## config.mk

```make
export PLATFORM = sky130hd
export DESIGN_NAME = two_wire_sensor_bus_master_top
export DESIGN_NICKNAME = d
export VERILOG_FILES = /design/src/rtl/twsb_pkg.sv /design/src/rtl/twsb_core.sv /design/src/rtl/twsb_skid.sv /design/src/rtl/two_wire_sensor_bus_master_top.sv
export SDC_FILE = /design/constraint.sdc
export NUM_CORES = 1
export LEC_CHECK = 0
export CAP_MARGIN = 20
export CORE_ASPECT_RATIO = 0.75
export CORE_MARGIN = 1.5
export CORE_UTILIZATION = 51
export DETAILED_ROUTE_END_ITERATION = 8
export DONT_BUFFER_PORTS = 1
export GPL_TIMING_DRIVEN = 0
export PLACE_DENSITY = 0.66
export SLEW_MARGIN = 20
export SYNTH_ARGS = -nofsm -noshare
export SYNTH_HDL_FRONTEND = slang
export SYNTH_HIERARCHICAL = 1
export SYNTH_SLANG_ARGS = --single-unit
export TNS_END_PERCENT = 50
```

## constraint.sdc

```tcl
create_clock -name clk_i -period 7.9 [get_ports clk_i]
set_clock_uncertainty 0.05 [all_clocks]
set_input_delay 1.58 -clock clk_i [delete_from_list [all_inputs] [get_ports clk_i]]
set_output_delay 1.58 -clock clk_i [all_outputs]
set_load 0.01 [all_outputs]
```

## src/rtl/twsb_pkg.sv

```systemverilog
// Shared types and constants for the two-wire sensor bus master.
// No dependencies; imported by every module of the block.
`default_nettype none

package twsb_pkg;

  typedef enum logic [8:0] {
    STEP_IDLE  = 9'b000000001,
    STEP_CRST  = 9'b000000010,
    STEP_START = 9'b000000100,
    STEP_WCMD  = 9'b000001000,
    STEP_WVAL  = 9'b000010000,
    STEP_WAIT  = 9'b000100000,
    STEP_RB0   = 9'b001000000,
    STEP_RB1   = 9'b010000000,
    STEP_RB2   = 9'b100000000
  } step_e;

  localparam logic [2:0] CMD_TEMP     = 3'd0;
  localparam logic [2:0] CMD_HUMI     = 3'd1;
  localparam logic [2:0] CMD_RD_STAT  = 3'd2;
  localparam logic [2:0] CMD_WR_STAT  = 3'd3;
  localparam logic [2:0] CMD_SOFT_RST = 3'd4;
  localparam logic [2:0] CMD_CONN_RST = 3'd5;

  localparam logic [15:0] POLL_RESET = 16'd500;

  // transmission start pattern, indexed by phase
  localparam logic [6:0] START_SCK = 7'b0110110;
  localparam logic [6:0] START_SDA = 7'b1100011;

  typedef struct packed {
    logic [7:0]  checksum;
    logic [15:0] read_value;
    logic [1:0]  error_count;
    logic        done_res;
    logic        busy_res;
    logic        sda_release;
    logic        sck_out;
  } res_t;

  function automatic logic [7:0] cmd_code(input logic [2:0] cmd);
    logic [7:0] code;
    unique case (cmd)
      CMD_TEMP:     code = 8'h03;
      CMD_HUMI:     code = 8'h05;
      CMD_RD_STAT:  code = 8'h07;
      CMD_WR_STAT:  code = 8'h06;
      CMD_SOFT_RST: code = 8'h1e;
      default:      code = 8'h00;
    endcase
    return code;
  endfunction

endpackage

`default_nettype wire

```

## src/rtl/twsb_core.sv

```systemverilog
// Sequencer of the bus master: state registers and one-tick update logic.
// Depends on twsb_pkg.
`default_nettype none

module twsb_core
  import twsb_pkg::*;
#(
  parameter int RESET_CLOCKS = 9
) (
  input  wire logic        clk_i,
  input  wire logic        rst_ni,
  input  wire logic        cfg_valid_i,
  input  wire logic [15:0] cfg_data_i,
  input  wire logic        fire_i,
  input  wire logic        op_i,
  input  wire logic [2:0]  command_i,
  input  wire logic [7:0]  write_value_i,
  input  wire logic        sda_in_i,
  output res_t             res_o
);

  localparam logic [3:0] RST_LAST = 4'(RESET_CLOCKS - 1);

  step_e       step_q, step_d, enter_tgt;
  logic [2:0]  phase_q, phase_d, p_sel;
  logic [3:0]  bidx_q, bidx_d;
  logic [7:0]  shift_q, shift_d;
  logic [15:0] poll_q, poll_d, poll_int_q;
  logic [15:0] value_q, value_d;
  logic [7:0]  check_q, check_d;
  logic [1:0]  err_q, err_d;
  logic [2:0]  cmd_q, cmd_d;
  logic [7:0]  wr_q, wr_d;
  logic        adv, enter_en, fin, meas, ack, sck, sda;

  always_comb begin
    step_d    = step_q;
    phase_d   = phase_q;
    bidx_d    = bidx_q;
    shift_d   = shift_q;
    poll_d    = poll_q;
    value_d   = value_q;
    check_d   = check_q;
    err_d     = err_q;
    cmd_d     = cmd_q;
    wr_d      = wr_q;
    adv       = 1'b0;
    enter_en  = 1'b0;
    enter_tgt = STEP_IDLE;
    fin       = 1'b0;
    sck       = 1'b0;
    sda       = 1'b1;
    p_sel     = 3'd0;
    ack       = 1'b0;

    // start request, taken only while idle
    if (step_q == STEP_IDLE && op_i && command_i <= CMD_CONN_RST) begin
      cmd_d   = command_i;
      wr_d    = write_value_i;
      value_d = '0;
      check_d = '0;
      err_d   = '0;
      step_d  = (command_i >= CMD_SOFT_RST) ? STEP_CRST : STEP_START;
      phase_d = '0;
      bidx_d  = '0;
      poll_d  = '0;
      shift_d = '0;
    end
    meas = (cmd_d <= CMD_HUMI);

    unique case (step_d)
      STEP_CRST: begin
        if (phase_d == 3'd0) begin
          sck     = 1'b1;
          phase_d = 3'd1;
        end else begin
          phase_d = 3'd0;
          if (bidx_d >= RST_LAST) adv = 1'b1;
          else bidx_d = bidx_d + 4'd1;
        end
      end
      STEP_START: begin
        p_sel = (phase_d == 3'd7) ? 3'd6 : phase_d;
        sck   = START_SCK[p_sel];
        sda   = START_SDA[p_sel];
        if (p_sel == 3'd6) adv = 1'b1;
        else phase_d = p_sel + 3'd1;
      end
      STEP_WCMD, STEP_WVAL: begin
        if (bidx_d < 4'd8) begin
          sda = shift_d[7];
          if (phase_d == 3'd0) phase_d = 3'd1;
          else begin
            sck     = 1'b1;
            phase_d = 3'd0;
            shift_d = {shift_d[6:0], 1'b0};
            bidx_d  = bidx_d + 4'd1;
          end
        end else if (phase_d == 3'd0) phase_d = 3'd1;
        else if (phase_d == 3'd1) begin
          sck = 1'b1;
          if (sda_in_i && err_d != 2'd3) err_d = err_d + 2'd1;
          phase_d = 3'd2;
        end else adv = 1'b1;
      end
      STEP_WAIT: begin
        poll_d = poll_d + 16'd1;
        if (poll_d >= poll_int_q) begin
          poll_d = '0;
          if (!sda_in_i) adv = 1'b1;
        end
      end
      STEP_RB0, STEP_RB1, STEP_RB2: begin
        ack = (step_d == STEP_RB0) || (step_d == STEP_RB1 && meas);
        if (bidx_d < 4'd8) begin
          if (phase_d == 3'd0) phase_d = 3'd1;
          else begin
            sck     = 1'b1;
            phase_d = 3'd0;
            shift_d = {shift_d[6:0], sda_in_i};
            bidx_d  = bidx_d + 4'd1;
          end
        end else if (phase_d == 3'd0) begin
          sda     = !ack;
          phase_d = 3'd1;
        end else if (phase_d == 3'd1) begin
          sck     = 1'b1;
          sda     = !ack;
          phase_d = 3'd2;
        end else adv = 1'b1;
      end
      default: ;
    endcase

    if (adv) begin
      unique case (step_d)
        STEP_CRST: begin
          enter_en  = 1'b1;
          enter_tgt = STEP_START;
        end
        STEP_START: begin
          if (cmd_d == CMD_CONN_RST) fin = 1'b1;
          else begin
            enter_en  = 1'b1;
            enter_tgt = STEP_WCMD;
          end
        end
        STEP_WCMD: begin
          priority if (meas) begin
            if (err_d != 2'd0) fin = 1'b1;
            else begin
              enter_en  = 1'b1;
              enter_tgt = STEP_WAIT;
            end
          end else if (cmd_d == CMD_RD_STAT) begin
            enter_en  = 1'b1;
            enter_tgt = STEP_RB0;
          end else if (cmd_d == CMD_WR_STAT) begin
            enter_en  = 1'b1;
            enter_tgt = STEP_WVAL;
          end else fin = 1'b1;
        end
        STEP_WAIT: begin
          enter_en  = 1'b1;
          enter_tgt = STEP_RB0;
        end
        STEP_RB0: begin
          value_d   = meas ? {shift_d, 8'h00} : {8'h00, shift_d};
          enter_en  = 1'b1;
          enter_tgt = STEP_RB1;
        end
        STEP_RB1: begin
          if (meas) begin
            value_d   = {value_d[15:8], value_d[7:0] | shift_d};
            enter_en  = 1'b1;
            enter_tgt = STEP_RB2;
          end else begin
            check_d = shift_d;
            fin     = 1'b1;
          end
        end
        default: begin
          if (step_d == STEP_RB2) check_d = shift_d;
          fin = 1'b1;
        end
      endcase
    end

    if (enter_en) begin
      step_d  = enter_tgt;
      phase_d = '0;
      bidx_d  = '0;
      poll_d  = '0;
      if (enter_tgt == STEP_WCMD) shift_d = cmd_code(cmd_d);
      else if (enter_tgt == STEP_WVAL) shift_d = wr_d;
      else shift_d = '0;
    end
    if (fin) begin
      step_d  = STEP_IDLE;
      phase_d = '0;
      bidx_d  = '0;
    end

    res_o.sck_out     = sck;
    res_o.sda_release = sda;
    res_o.busy_res    = (step_d != STEP_IDLE);
    res_o.done_res    = fin;
    res_o.error_count = err_d;
    res_o.read_value  = value_d;
    res_o.checksum    = check_d;
  end

  always_ff @(posedge clk_i or negedge rst_ni) begin
    if (!rst_ni) begin
      step_q     <= STEP_IDLE;
      phase_q    <= '0;
      bidx_q     <= '0;
      shift_q    <= '0;
      poll_q     <= '0;
      value_q    <= '0;
      check_q    <= '0;
      err_q      <= '0;
      cmd_q      <= '0;
      wr_q       <= '0;
      poll_int_q <= POLL_RESET;
    end else begin
      if (cfg_valid_i) poll_int_q <= cfg_data_i;
      if (fire_i) begin
        step_q  <= step_d;
        phase_q <= phase_d;
        bidx_q  <= bidx_d;
        shift_q <= shift_d;
        poll_q  <= poll_d;
        value_q <= value_d;
        check_q <= check_d;
        err_q   <= err_d;
        cmd_q   <= cmd_d;
        wr_q    <= wr_d;
      end
    end
  end

endmodule

`default_nettype wire

```

## src/rtl/twsb_skid.sv

```systemverilog
// Two-entry result buffer: output register plus skid register.
// Depends on twsb_pkg for the result type.
`default_nettype none

module twsb_skid
  import twsb_pkg::*;
(
  input  wire logic clk_i,
  input  wire logic rst_ni,
  input  wire logic in_valid_i,
  output logic      in_ready_o,
  input  wire res_t in_data_i,
  output logic      out_valid_o,
  input  wire logic out_ready_i,
  output res_t      out_data_o
);

  logic out_valid_q, out_valid_d, skid_valid_q, skid_valid_d;
  res_t out_data_q, out_data_d, skid_data_q, skid_data_d;
  logic push, pop;

  assign in_ready_o  = !skid_valid_q;
  assign out_valid_o = out_valid_q;
  assign out_data_o  = out_data_q;
  assign push        = in_valid_i && !skid_valid_q;
  assign pop         = out_valid_q && out_ready_i;

  always_comb begin
    out_valid_d  = out_valid_q;
    out_data_d   = out_data_q;
    skid_valid_d = skid_valid_q;
    skid_data_d  = skid_data_q;
    priority if (pop && skid_valid_q) begin
      out_data_d   = skid_data_q;
      skid_valid_d = 1'b0;
    end else if (push && out_valid_q && !pop) begin
      skid_data_d  = in_data_i;
      skid_valid_d = 1'b1;
    end else if (push) begin
      out_data_d  = in_data_i;
      out_valid_d = 1'b1;
    end else if (pop) begin
      out_valid_d = 1'b0;
    end
  end

  always_ff @(posedge clk_i or negedge rst_ni) begin
    if (!rst_ni) begin
      out_valid_q  <= 1'b0;
      skid_valid_q <= 1'b0;
    end else begin
      out_valid_q  <= out_valid_d;
      skid_valid_q <= skid_valid_d;
    end
  end

  always_ff @(posedge clk_i) begin
    out_data_q  <= out_data_d;
    skid_data_q <= skid_data_d;
  end

endmodule

`default_nettype wire

```

## src/rtl/two_wire_sensor_bus_master_top.sv

```systemverilog
// Top level of the two-wire sensor bus master.
// Depends on twsb_pkg, twsb_core and twsb_skid.
//
// Usage: each request on the s_axis channel is one bus half-phase tick with
// the sampled data pin; tuser set with a command in tdata starts a sequence
// when the master is idle. Every request yields exactly one result on m_axis
// with the pin levels for that tick, busy/done, ack error count, read data
// and checksum. The poll interval register is written on the cfg channel,
// which is always ready; the user must write it only while the bus is idle, as
// the block itself does not enforce this. Throughput: one request per cycle while
// s_axis_tready is high; the sequencer updates its state in the cycle it takes
// a request and the result is held in an output register.
// Reset: the sequencer returns to idle and its read value, checksum and error
// count clear to zero; the result buffer empties; the poll interval returns to 500.
// Stall: a two-entry result buffer absorbs one more request while the
// receiver holds off; s_axis_tready drops once both entries are full.
`default_nettype none

module two_wire_sensor_bus_master_top
  import twsb_pkg::*;
#(
  parameter int RESET_CLOCKS = 9
) (
  input  wire logic        clk_i,
  input  wire logic        rst_ni,
  input  wire logic        cfg_valid_i,
  output logic             cfg_ready_o,
  input  wire logic [15:0] cfg_data_i,      // poll_interval
  input  wire logic        s_axis_tvalid,
  output logic             s_axis_tready,
  input  wire logic [15:0] s_axis_tdata,    // command[2:0], write_value[10:3], sda_in[11]
  input  wire logic        s_axis_tuser,    // op
  output logic             m_axis_tvalid,
  input  wire logic        m_axis_tready,
  output logic [31:0]      m_axis_tdata     // sck_out, sda_release, busy_res, done_res,
                                            // error_count, read_value, checksum
);

  logic fire;
  res_t core_res, out_res;

  assign cfg_ready_o = 1'b1;
  assign fire        = s_axis_tvalid && s_axis_tready;

  twsb_core #(
    .RESET_CLOCKS(RESET_CLOCKS)
  ) u_core (
    .clk_i        (clk_i),
    .rst_ni       (rst_ni),
    .cfg_valid_i  (cfg_valid_i),
    .cfg_data_i   (cfg_data_i),
    .fire_i       (fire),
    .op_i         (s_axis_tuser),
    .command_i    (s_axis_tdata[2:0]),
    .write_value_i(s_axis_tdata[10:3]),
    .sda_in_i     (s_axis_tdata[11]),
    .res_o        (core_res)
  );

  twsb_skid u_skid (
    .clk_i      (clk_i),
    .rst_ni     (rst_ni),
    .in_valid_i (s_axis_tvalid),
    .in_ready_o (s_axis_tready),
    .in_data_i  (core_res),
    .out_valid_o(m_axis_tvalid),
    .out_ready_i(m_axis_tready),
    .out_data_o (out_res)
  );

  assign m_axis_tdata = {2'b00, out_res.checksum, out_res.read_value, out_res.error_count,
                         out_res.done_res, out_res.busy_res, out_res.sda_release,
                         out_res.sck_out};

endmodule

`default_nettype wire
```

==> run metrics <==
remaining antenna violation count 0; CP max FO 10; share of Yosys cell area claimed by the top area cell type 25.3%; number of rows in the core area 41; Critical Path End u_skid/out_data_o[28]$_DFFE_PP_; element type at the critical path start primary input; number of buffers inserted for hold repair after clock tree synthesis 0; critical setup path kind in2reg; area fraction in and, or, nand and nor cells after synthesis 15.8%; Static Leakage 4.08 nW; CTS tree done; transition at the pin with the smallest max-transition slack 1.12 ns; initial antenna violation count 0; Core Box Area 16,800 um2; share of layout cells above drive strength 1 16.0%; post-synthesis sequential element count 155; number of inserted diodes 0; status finished, final reports clean; buffers added on ports 0; worst setup timing slack at the placement stage -0.971 ns; Critical Path End Type flip-flop; amount of wire on met3 after detailed routing 2050 um; root buffer cell clkbuf_16; XOR/XNOR Fraction of Synth Area 1.91%; total half-perimeter wirelength after legalization and detailed placement 17,100 um; power after layout 0.00272 W; Die H 116 um; upper clock frequency limit 131 MHz; power density normalized to cell area 280 nW/um2; Total Die Area 17,900 um2; H-tree levels 4; share of flip-flops with an asynchronous set or reset after synthesis 61.3%; smallest setup slack after layout 0.270 ns; fin nets 934; combined global-route utilization of all metal layers 27.7%; most frequent cells in the layout nand2_1 (92), dfrtp_1 (88), nor2_1 (69), edfxtp_1 (60), o21ai_0 (55); combinational family with the most area after synthesis compound AO/OA/AOI/OAI gates; routed length on met2 9950 um; number of distinct standard cells referenced by the synthesized netlist 74; worst flop-to-flop path endpoint u_skid/out_data_o[28]$_DFFE_PP_; reg-to-reg setup timing slack 0.42 ns; total DRC errors in the routed layout 0; via count of the first global-routing pass 6,832; clock buffer count from CTS 17; part of the Yosys area used for sequential elements 48.1%; share of cell area taken by muxes after synthesis 9.04%; adder-cell share of the synthesized area 3.16%; global-route wire length before repair 37,600 um; total iterations of the first detailed-routing run 5; critical path data arrival time 7.76 ns; switching power summed over all nets 0.000946 W; most common cell after layout, fill and taps aside nand2_1; area used by sequential logic in the layout 4190 um2; routability-driven placement congestion ratio 0.955; max layer used met4; via total after detailed routing 7,037; number of fill cells 1,396; Mapped Cells 850; number of setup violations in the final report 0; worst-case clock buffer depth 2; Initial Utilization 51.9%; class of the most critical hold timing path reg2reg; Final Hold Vio Count 0; Area growth, synth to finish 11.5%; total wirelength of the detailed-routed design 23,500 um; multi-input logic area 4150 um2; switching fraction of total power 34.8%; largest net degree at the start of global routing 96; cell depth of the worst hold path 1; Mean Syn Cell Area 10.2 um2; R2R depth 25; number of pins with negative max-slew slack in the final report 0; clock slew at reported path FFs 0.06 ns; cell area after technology mapping 8700 um2; maxcap violations 0; Iteration-0 DRC Markers 713; Post-Route M1 WL 11,100 um; per-cell via count in the routed design 6.39; reg-to-reg startpoint u_core/step_q[0]$_DFFE_PN1P_; Post-synth EDFFs 60; Reg power frac 40.5%; wire per inst 21.4 um; clock latency on the worst-skew pair 0.43 ns; post-CTS setup buffer count 0; global-route congestion overflow total 0; setup repair after global routing missed its margin no; Combinational Power Share 27.9%; Horiz. Die Dim 154 um; cell type contributing the most total cell area after synthesis dfrtp_1; Final min period 7.63 ns; IO Pins 73; final clock period utilization by the worst path 96.6%; Synth area leaders dfrtp_1 (25%), edfxtp_1 (21%), mux2_4 (5.3%); internal power 0.00177 W; commonest register cell after synthesis dfrtp_1; hold wc startpoint u_core/value_q[13]$_DFFE_PN0P_; required time reported for the critical path endpoint 8.03 ns; compound-cell area share of the yosys netlist 17.2%; slew margin rel. 24.9%; Ys Warns 6; first element of the critical path s_axis_tuser; Max rail drop VDD 0.158 mV; CTS Sinks 155; clock share of power 31.7%
## worst max-delay path, cell delays in order
cell,delay [ns]
nand4bb_1,0.27
or4_1,0.59
clkbuf_1,0.16
clkbuf_2,0.27
clkbuf_2,0.30
clkbuf_2,0.32
and2_1,0.26
ha_1,0.23
and2_1,0.17
and2_1,0.19
and3_1,0.19
xnor2_1,0.13
nor2_1,0.08
ha_1,0.32
nand4_1,0.15
a211oi_1,0.28
o41ai_1,0.20
a21oi_2,0.31
a211oi_2,0.19
clkbuf_2,0.28
clkbuf_1,0.34
o311ai_1,0.40
o21ai_0,0.24
mux2_4,0.32
## routing by layer
metal  global-route usage (%)  vias up
li1                         -     3160
met1                     40.7     3474
met2                     40.8      357
met3                     5.57       46
met4                     9.90        0
met5                        0        -
## cells by family after synthesis
family	count (synthesis)
flops	155
simple gates	282
mux	61
xor+xnor	19
other cells	2
fa+ha+maj	22
buf+inv	92
compound gates	217
## power by group through the flow
stage	Sequential, W	Clock (W)	Combinational (W)
after floorplan	0.00110	0	0.000520
after global placement	0.00112	0	0.000684
after detailed placement	0.00111	0	0.000732
after CTS	0.00110	0.000877	0.000737
after global routing	0.00111	0.000911	0.000810
final	0.00110	0.000860	0.000757
## state kept, by name, indices dropped and copies added, names as in the netlist
name	count
u_core/value_q	16
u_skid/skid_data_q	30
u_core/shift_q	8
u_skid/skid_valid_q	1
u_core/check_q	8
u_core/err_q	2
u_core/poll_int_q	16
u_core/step_q	9
u_core/bidx_q	4
u_core/phase_q	3
u_core/wr_q	8
u_core/cmd_q	3
u_skid/out_valid_o	1
u_core/poll_q	16
u_skid/out_data_o	30
## synth_stat cells (13+ instances only)
| library cell | n |
|---|---|
| nand2_1 | 92 |
| dfrtp_1 | 88 |
| nor2_1 | 69 |
| edfxtp_1 | 60 |
| o21ai_0 | 55 |
| a21oi_1 | 41 |
| clkbuf_1 | 38 |
| inv_1 | 33 |
| mux2_4 | 31 |
| ha_1 | 22 |
| nand3_1 | 19 |
| nor3_1 | 19 |
| o2bb2ai_1 | 19 |
| a22o_1 | 18 |
| mux2_2 | 17 |
| mux2i_1 | 13 |
## cell type report
type / instances / area share, %
flip-flops and latches: 155 / 43.1
multi-input cells: 604 / 42.8
clock buffers: 17 / 4.38
plain buffers: 59 / 3.06
well taps: 215 / 2.77
clock inverters: 15 / 2.06
inverters: 33 / 1.28
repair buffers: 4 / 0.516
## per-stage QoR
step	instance area [um2]	utilization (%)	hold WS [ns]	instances	TNS [ns]
after floorplan	8710	-	0.400	851	0
after global placement	8980	53.5	0.421	1066	-32.94
after detailed placement	9060	54.0	0.425	1070	-39.85
after CTS	9690	57.8	0.447	1102	0
after global routing	9710	57.9	0.462	1102	0
final	9710	57.9	0.446	1102	0
## how the worst min path moves through the flow
stage	endpoint	slack, ns
after global placement	u_core/bidx_q[2]$_DFFE_PN0P_	0.42
after global routing	u_core/check_q[3]$_DFFE_PN0P_	0.46
after detailed placement	u_core/check_q[3]$_DFFE_PN0P_	0.42
final	u_core/value_q[13]$_DFFE_PN0P_	0.45
after floorplan	u_core/value_q[15]$_DFFE_PN0P_	0.40
after CTS	u_core/check_q[3]$_DFFE_PN0P_	0.45
## repair_timing
item	4_1_cts	5_1_grt
gates resized for setup	3	6
endpoints found under the hold margin	0	0
pin swaps	0	0
endpoints found under the setup margin	51	41
Power figures use the tool's default switching activity.
